`src/hw/rtl/pid_controller_filtered_macros.svh`:
```
// ----------------------------------------------------------------------------
// pid controller assertion macros
// concurrent check wrappers, clocked on clk and held off while rst_n is low
// ----------------------------------------------------------------------------
`ifndef PID_CONTROLLER_FILTERED_MACROS_SVH
`define PID_CONTROLLER_FILTERED_MACROS_SVH

`ifndef SYNTHESIS
// condition must hold at every clock edge
`define PIDF_ASSERT(lbl, cond) \
    lbl: assert property (@(posedge clk) disable iff (!rst_n) (cond)) \
        else $error("pidf assertion failed");
// consequent must hold in the cycle after the antecedent
`define PIDF_ASSERT_NEXT(lbl, ante, cons) \
    lbl: assert property (@(posedge clk) disable iff (!rst_n) (ante) |=> (cons)) \
        else $error("pidf assertion failed");
`else
`define PIDF_ASSERT(lbl, cond)
`define PIDF_ASSERT_NEXT(lbl, ante, cons)
`endif

`endif

```
`src/hw/rtl/pidf_pkg.sv`:
```
// ----------------------------------------------------------------------------
// pidf_pkg
// shared widths, register codes and saturation helper for the pid controller
// ----------------------------------------------------------------------------
package pidf_pkg;

    localparam int WORD_W = 32;
    localparam int DT_W   = 20;
    localparam int RC_W   = 16;
    localparam int MUL_W  = 33;
    localparam int PROD_W = 66;
    localparam int DIVN_W = 54;
    localparam int DIVR_W = 21;
    localparam int MODE_W = 11;
    localparam int LIM_W  = 31;
    localparam int TMAG_W = 51;
    localparam int TREM_W = 22;

    localparam logic [DIVR_W-1:0] US_PER_S = 21'd1000000;
    // floor(2^51 / 1000000)
    localparam logic [WORD_W-1:0] US_RECIP = 32'd2251799813;

    typedef logic [2:0] reg_addr_t;

    localparam reg_addr_t REG_PROP_GAIN  = 3'd0;
    localparam reg_addr_t REG_INTEG_GAIN = 3'd1;
    localparam reg_addr_t REG_DERIV_GAIN = 3'd2;
    localparam reg_addr_t REG_OUT_LIMIT  = 3'd3;
    localparam reg_addr_t REG_INT_BOUND  = 3'd4;
    localparam reg_addr_t REG_DEAD_ZONE  = 3'd5;
    localparam reg_addr_t REG_MODE       = 3'd6;
    localparam reg_addr_t REG_FILTER_TC  = 3'd7;

    localparam int MB_INTEG = 0;
    localparam int MB_ILIM  = 1;
    localparam int MB_TRAP  = 2;
    localparam int MB_DFILT = 3;
    localparam int MB_OFILT = 4;

    function automatic logic signed [WORD_W-1:0] sat32(input logic signed [PROD_W-1:0] v);
        logic signed [WORD_W-1:0] r;
        if (v[PROD_W-1:WORD_W-1] == {(PROD_W-WORD_W+1){v[PROD_W-1]}})
            r = v[WORD_W-1:0];
        else if (v[PROD_W-1])
            r = {1'b1, {(WORD_W-1){1'b0}}};
        else
            r = {1'b0, {(WORD_W-1){1'b1}}};
        return r;
    endfunction

endpackage

```
`src/hw/rtl/pidf_div.sv`:
```
// ----------------------------------------------------------------------------
// pidf_div
// signed by unsigned restoring divider, one quotient bit per cycle, truncating
// ----------------------------------------------------------------------------
module pidf_div
    import pidf_pkg::*;
(
    input  logic                     clk,
    input  logic                     rst_n,
    input  logic                     start,
    input  logic signed [DIVN_W-1:0] dividend,
    input  logic        [DIVR_W-1:0] divisor,
    output logic                     done,
    output logic signed [DIVN_W-1:0] quotient
);

    localparam int CNT_W = $clog2(DIVN_W);

    logic              busy_reg;
    logic              done_reg;
    logic              neg_reg;
    logic [CNT_W-1:0]  cnt_reg;
    logic [DIVN_W-1:0] mag_reg;
    logic [DIVR_W:0]   rem_reg;
    logic [DIVR_W-1:0] den_reg;

    logic [DIVR_W:0]   rem_sh;
    logic              ge;
    logic [DIVR_W:0]   rem_next;
    logic [DIVN_W-1:0] mag_next;

    always_comb
    begin
        rem_sh   = {rem_reg[DIVR_W-1:0], mag_reg[DIVN_W-1]};
        ge       = (rem_sh >= {1'b0, den_reg});
        rem_next = ge ? (rem_sh - {1'b0, den_reg}) : rem_sh;
        mag_next = {mag_reg[DIVN_W-2:0], ge};
    end

    always_ff @(posedge clk or negedge rst_n)
    begin
        if (!rst_n)
        begin
            busy_reg <= 1'b0;
            done_reg <= 1'b0;
            cnt_reg  <= '0;
        end
        else
        begin
            done_reg <= 1'b0;
            if (start)
            begin
                busy_reg <= 1'b1;
                cnt_reg  <= '0;
            end
            else if (busy_reg)
            begin
                cnt_reg <= cnt_reg + 1'b1;
                if (cnt_reg == CNT_W'(DIVN_W-1))
                begin
                    busy_reg <= 1'b0;
                    done_reg <= 1'b1;
                end
            end
        end
    end

    always_ff @(posedge clk)
    begin
        if (start)
        begin
            neg_reg <= dividend[DIVN_W-1];
            mag_reg <= dividend[DIVN_W-1] ? (~dividend + 1'b1) : dividend;
            rem_reg <= '0;
            den_reg <= divisor;
        end
        else if (busy_reg)
        begin
            mag_reg <= mag_next;
            rem_reg <= rem_next;
        end
    end

    assign done     = done_reg;
    assign quotient = neg_reg ? -$signed(mag_reg) : $signed(mag_reg);

endmodule

```
`config.mk`:
```
export PLATFORM = sky130hd
export DESIGN_NAME = pidf_div
export DESIGN_NICKNAME = d
export VERILOG_FILES = /design/src/hw/rtl/pid_controller_filtered_macros.svh /design/src/hw/rtl/pidf_pkg.sv /design/src/hw/rtl/pidf_div.sv
export SDC_FILE = /design/constraint.sdc
export NUM_CORES = 1
export LEC_CHECK = 0
export ABC_AREA = 1
export BUFFER_PORTS_ARGS = -buffer_cell sky130_fd_sc_hd__buf_4
export CAP_MARGIN = 40
export CORE_UTILIZATION = 40
export CTS_CLUSTER_SIZE = 12
export DETAILED_ROUTE_END_ITERATION = 12
export PLACE_DENSITY = 0.56
export SLEW_MARGIN = 40
export SYNTH_ARGS = -nofsm -noshare
export SYNTH_HDL_FRONTEND = slang
export SYNTH_SLANG_ARGS = --single-unit
```
`constraint.sdc`:
```
create_clock -name clk -period 3.8 [get_ports clk]
set_clock_uncertainty 0.15 [all_clocks]
set_input_delay 1.14 -clock clk [delete_from_list [all_inputs] [get_ports clk]]
set_output_delay 1.14 -clock clk [all_outputs]
set_load 0.02 [all_outputs]
```
==> Word-level counts from Yosys, hierarchy flattened <==
Index checks and enable logic that the tools add are counted.
{ "totals": {"word_cells": 28, "regBits": 105, "output_inout_bits": 55} }
{ "classes": {"n_mux": 13, "reduce_logical": 1, "order_cmp": 1, "eq_ne": 1, "bitwise": 1, "n_addsub": 4} }
{ "op_table": {"columns": ["operator", "count"], "rows": [
  ["54-bit two-way mux", 4],
  ["54-bit by 1-bit adder with 54-bit output, second input constant", 1],
  ["54-bit negator", 1],
  ["54-bit inverter", 1],
  ["22-bit by 21-bit >= comparator with 1-bit output", 1],
  ["21-bit two-way mux", 1],
  ["21-bit subtractor", 1],
  ["6-bit two-way mux", 2],
  ["6-bit by 1-bit adder with 6-bit output, second input constant", 1],
  ["6-bit == test, second input constant", 1],
  ["1-bit two-way mux", 6],
  ["2-bit nonzero test", 1]
]} }

==> Logic depth before layout (Yosys ltp) <==
{ "depth": {"ltp_word": 4, "mapped_depth": 17, "depth_no_buf": 16} }

==> Least setup slack after synthesis <==
OpenSTA, ideal clock, no wires.
{ "synth_path": {"path_type": "input port to flip-flop", "startpoint": "in start", "endpoint": "reg mag_reg[0] (enable)", "required_ns": 3.210, "stages": 4, "n_path_buf": 2, "arrival_time_ns": 3.267, "setup_ns": 0.440, "path_slack_ns": -0.058, "cell_sequence": "clkbuf_1 > nor2_1 > inv_1 > clkbuf_1"} }
{ "synth_between": {"elab_chain_cells": 1} }
{ "synth_rtl": {"columns": ["item", "line", "rtl"], "rows": [
  ["from (decl)", "pidf_div.sv:10", "input logic start,"],
  ["2-bit nonzero test (no source line)", null, null],
  ["to (signal assigned)", "pidf_div.sv:73", "mag_reg <= dividend[DIVN_W-1] ? (~dividend + 1'b1) : dividend;"],
  ["to (signal assigned)", "pidf_div.sv:79", "mag_reg <= mag_next;"],
  ["to (decl)", "pidf_div.sv:23", "logic [DIVN_W-1:0] mag_reg;"]
]} }
Every way passes these cells.
A chain may end at the register's enable or synchronous reset.

==> Worst setup path in the final report <==
{ "layout_path": {"startpoint": "reg mag_reg[5]", "endpoint": "out quotient[42]"} }
{ "layout_between": {"elab_chain_cells": 2} }
{ "layout_rtl": {"columns": ["item", "line", "rtl"], "rows": [
  ["54-bit negator", "pidf_div.sv:85", "assign quotient = neg_reg ? -$signed(mag_reg) : $signed(mag_reg);"],
  ["54-bit two-way mux", "pidf_div.sv:85", null],
  ["to (decl)", "pidf_div.sv:14", "output logic signed [DIVN_W-1:0] quotient"]
]} }
Every way passes these cells.

==> summary.md <==
### Outcome
• **run status** completed

### Synth
• **Synth Instances** 1463
• **post-synth design cell area** 9420 sq um
• **FF+latch count, synth** 105
• **count of yosys warnings during synthesis** 0
• **syn nets** 1567
• **synthesized area per cell** 6.44 sq um
• **share of flip-flops with an asynchronous set or reset after synthesis** 7.62%
• **number of distinct standard cells referenced by the synthesized netlist** 47
• **EDFF count, synth** 76
• **ys flop type** sky130_fd_sc_hd__edfxtp_1
• **sequential fraction of the synthesis area** 30.8%

### Floorplan
• **overall die area** 24200 sq um
• **Core Rows** 55
• **core area** 22800 sq um
• **Die Y-Extent** 155 um
• **initial core utilization** 41.2%
• **Die Wd** 155 um
• **count of boundary I/O pins** 133

### Finish
• **core utilization of the finished layout** 48.3%
• **filler instances** 2477
• **sequential cell area** 2900 sq um
• **number of flip-flops under the largest register name** 54
• **number of nets in the layout** 1688
• **Synth-to-Final Area Change** 17.2%
• **fraction of final layout cells sized beyond drive strength 1** 13.8%
• **antenna cells** 0
• **area of combinational cells with multiple inputs** 5600 sq um

### Routing
• **mean routed wirelength per cell** 16.8 um
• **count of unresolved DRC violations after routing** 0
• **First-pass DRT Iterations** 6
• **post-route ant nets** 0
• **Detailed Route WL** 31900 um
• **post-DR vias/cell** 5.12
• **vias** 9735
• **Iter 0 DRT Violations** 971

### Timing
• **pin slew with the least headroom to its limit** 0.802 ns
• **Max Freq** 275 MHz
• **final count of pins violating max slew** 0
• **worst rel slew slack** 46.5%
• **period utilization** 95.7%
• **Worst Hold Slack** 0.324 ns
• **setup violators final** 0
• **worst setup margin** 0.164 ns
• **time the worst path needs with I/O delays and setup** 3.64 ns
• **Final Hold Fails** 0

### Global routing
• **met1 demand-to-capacity share in global routing** 42.0%
• **wire length of the first global-routing pass** 49300 um
• **antenna violations before repair** 0
• **global-route track usage on met3** 4.57%
• **overall global routing resource usage** 26.8%
• **met2 usage in global routing** 37.8%
• **grt peak-use layer** met1
• **via count of the first global-routing pass** 8901
• **largest net degree at the start of global routing** 56
• **gr ovfl total** 0

### Critical path
• **critical path data arrival time** 2.35 ns
• **required time at the worst-slack endpoint** 2.51 ns
• **category of the critical setup timing path** reg -> out
• **highest fanout seen on the critical path** 5
• **Worst Setup Start Kind** flop
• **Critical Path Sink Type** primary output

### CTS
• **H-tree level count** 3
• **CTS Hold Buffers Added** 0
• **TritonCTS buffer count** 9
• **register clock-pin slew on the reported worst setup and hold paths** 0.08 ns
• **Clk Tree Root Cell** sky130_fd_sc_hd__clkbuf_16
• **total clock sinks** 105
• **clock latency at the later pin of the worst-skew pair** 0.36 ns
• **maximum root-to-sink buffer count** 2
• **TritonCTS clock tree** built

### Power
• **design internal power** 2.72 mW
• **sequential share of power** 32.5%
• **maximum ir drop on the vdd rail** 0.207 mV
• **net load switching power** 2.10 mW
• **Switching Fraction** 43.5%
• **total leakage power** 5.27 nW
• **fraction of power consumed by combinational cells** 47.8%
• **Cell Pwr Density** 437 nW/um^2
• **Clk pwr share** 19.7%

### Place
• **routability-driven placement congestion ratio** 0.937
• **Port Buf Inserts** 132
• **detailed-placement wirelength estimate** 25400 um
• **DP Worst Slack** 0.507 ns

### Flow run
• **max-capacitance violation count** 0

### Worst hold path
• **worst hold-check path type** reg -> reg

==> cells by family (layout without fill, tap and decap cells) <==
logic type               after synthesis  after routing  synth area share, %
AND/OR/NAND/NOR                      900            900                 41.8
adder cells (fa/ha/maj)               26             26                 3.53
buffers and inverters                234            360                 9.82
AO/OA/AOI/OAI                        121            121                 6.91
flip-flops                           105            105                 30.8
XOR/XNOR                              77             77                 7.16
==> power by group through the flow <==
| stage | Clock [mW] | Sequential, mW | Combinational, mW |
|---|---|---|---|
| after floorplan | 0 | 1.54 | 1.61 |
| after global placement | 0 | 1.59 | 2.27 |
| after detailed placement | 0 | 1.59 | 2.27 |
| after CTS | 0.975 | 1.56 | 2.29 |
| after global routing | 1.01 | 1.59 | 2.56 |
| final | 0.950 | 1.57 | 2.30 |
==> cell type report <==
class	instances	area share [%]
clock buffer	11	2.20
clock inverter	5	0.442
inverter	197	6.70
multi-input combinational	1124	50.7
sequential	105	26.3
tap	313	3.55
timing repair buffer	147	10.1
==> layout by cell type (no fill, tap or decap), types with 2 or more instances in the layout <==
master and n:
sky130_fd_sc_hd__nor3_1 17, sky130_fd_sc_hd__and2_1 3, sky130_fd_sc_hd__nand2_1 471, sky130_fd_sc_hd__nor2_4 5, sky130_fd_sc_hd__o21ai_0 66, sky130_fd_sc_hd__o211ai_1 2
sky130_fd_sc_hd__inv_8 2, sky130_fd_sc_hd__o31ai_1 2, sky130_fd_sc_hd__xnor2_1 21, sky130_fd_sc_hd__nand4_2 2, sky130_fd_sc_hd__nor3_2 4, sky130_fd_sc_hd__dfxtp_1 21
sky130_fd_sc_hd__clkinv_1 3, sky130_fd_sc_hd__nand3_1 137, sky130_fd_sc_hd__inv_1 189, sky130_fd_sc_hd__nand2_2 13, sky130_fd_sc_hd__a21oi_1 25, sky130_fd_sc_hd__o21ai_1 13
sky130_fd_sc_hd__nor2_2 10, sky130_fd_sc_hd__nand3b_1 16, sky130_fd_sc_hd__nand2_4 2, sky130_fd_sc_hd__nor2_1 178, sky130_fd_sc_hd__nand4_1 23, sky130_fd_sc_hd__a31oi_1 6
sky130_fd_sc_hd__nand3_2 10, sky130_fd_sc_hd__ha_1 24, sky130_fd_sc_hd__dfrtp_1 8, sky130_fd_sc_hd__nor4_1 3, sky130_fd_sc_hd__inv_2 5, sky130_fd_sc_hd__or2_2 3
sky130_fd_sc_hd__clkbuf_16 9, sky130_fd_sc_hd__clkinv_4 3, sky130_fd_sc_hd__xor2_1 56, sky130_fd_sc_hd__edfxtp_1 76, sky130_fd_sc_hd__o21a_1 2, sky130_fd_sc_hd__buf_4 146
==> stage by stage <==
| step | setup TNS (ns) | instances | cell area (sq um) | total power, mW |
|---|---|---|---|---|
| after global routing | -0.00346 | 1902 | 11000 | 5.16 |
| final | 0 | 1902 | 11000 | 4.82 |
| after detailed placement | 0 | 1885 | 10700 | 3.86 |
| after floorplan | 0 | 1463 | 9420 | 3.15 |
| after CTS | 0 | 1901 | 11000 | 4.83 |
| after global placement | 0 | 1885 | 10700 | 3.86 |
==> cells in the mapped netlist (4+ instances only) <==
library cell | number | area share, %
sky130_fd_sc_hd__nand3_2 | 10 | 1.1
sky130_fd_sc_hd__buf_1 | 5 | 0.20
sky130_fd_sc_hd__nor2_1 | 178 | 7.1
sky130_fd_sc_hd__ha_1 | 25 | 3.3
sky130_fd_sc_hd__a21oi_1 | 25 | 1.3
sky130_fd_sc_hd__nand2_2 | 13 | 0.86
sky130_fd_sc_hd__o21ai_1 | 13 | 0.69
sky130_fd_sc_hd__nand3_1 | 137 | 7.3
sky130_fd_sc_hd__inv_1 | 191 | 7.6
sky130_fd_sc_hd__a31oi_1 | 6 | 0.40
sky130_fd_sc_hd__clkbuf_1 | 22 | 0.88
sky130_fd_sc_hd__edfxtp_1 | 76 | 24
sky130_fd_sc_hd__nor3_2 | 4 | 0.43
sky130_fd_sc_hd__buf_2 | 4 | 0.21
sky130_fd_sc_hd__xor2_1 | 56 | 5.2
sky130_fd_sc_hd__nand2_1 | 471 | 19
sky130_fd_sc_hd__nor2_2 | 10 | 0.66
sky130_fd_sc_hd__nand4_1 | 23 | 1.5
sky130_fd_sc_hd__xnor2_1 | 21 | 2.0
sky130_fd_sc_hd__o21ai_0 | 66 | 3.5
sky130_fd_sc_hd__dfrtp_1 | 8 | 2.1
sky130_fd_sc_hd__nand3b_1 | 16 | 1.3
sky130_fd_sc_hd__nor2_4 | 5 | 0.60
sky130_fd_sc_hd__dfxtp_1 | 21 | 4.5
sky130_fd_sc_hd__nor3_1 | 17 | 0.90
==> final timing paths <==
kind | start | end | slack [ns] | cells past startpoint
worst max-delay path | mag_reg[5] | quotient[42] | 0.16 | 9
worst min-delay path | rem_reg[9] | rem_reg[9] | 0.32 | 2
worst max register to register | mag_reg[53] | rem_reg[17] | 0.93 | 16
worst min register to register | rem_reg[9] | rem_reg[9] | 0.32 | 2
max in group asynchronous | rst_n | cnt_reg[5] | 2.94 | 1
min in group asynchronous | rst_n | done | 0.43 | 1
==> what timing repair did <==
action,in CTS,in global routing
resized for setup,0,2
buffers inserted,0,1
setup endpoints to repair,0,6
==> critical path, cell delays in order, from the launching register on <==
cell                       delay [ns]
sky130_fd_sc_hd__edfxtp_1        0.39
sky130_fd_sc_hd__inv_1           0.26
sky130_fd_sc_hd__nand4_2         0.20
sky130_fd_sc_hd__nor2_4          0.21
sky130_fd_sc_hd__nand2_2         0.11
sky130_fd_sc_hd__nor3_1          0.38
sky130_fd_sc_hd__xor2_1          0.18
sky130_fd_sc_hd__nand2_1         0.06
sky130_fd_sc_hd__nand2_1         0.07
sky130_fd_sc_hd__buf_4           0.13
==> layer usage <==
layer  routed length (um)  up-vias
met5                    0        -
met4                  342        0
met3                 2820       22
met2                13000      377
met1                15700     4440
li1                     -     4896
Power figures use the tool's default switching activity.
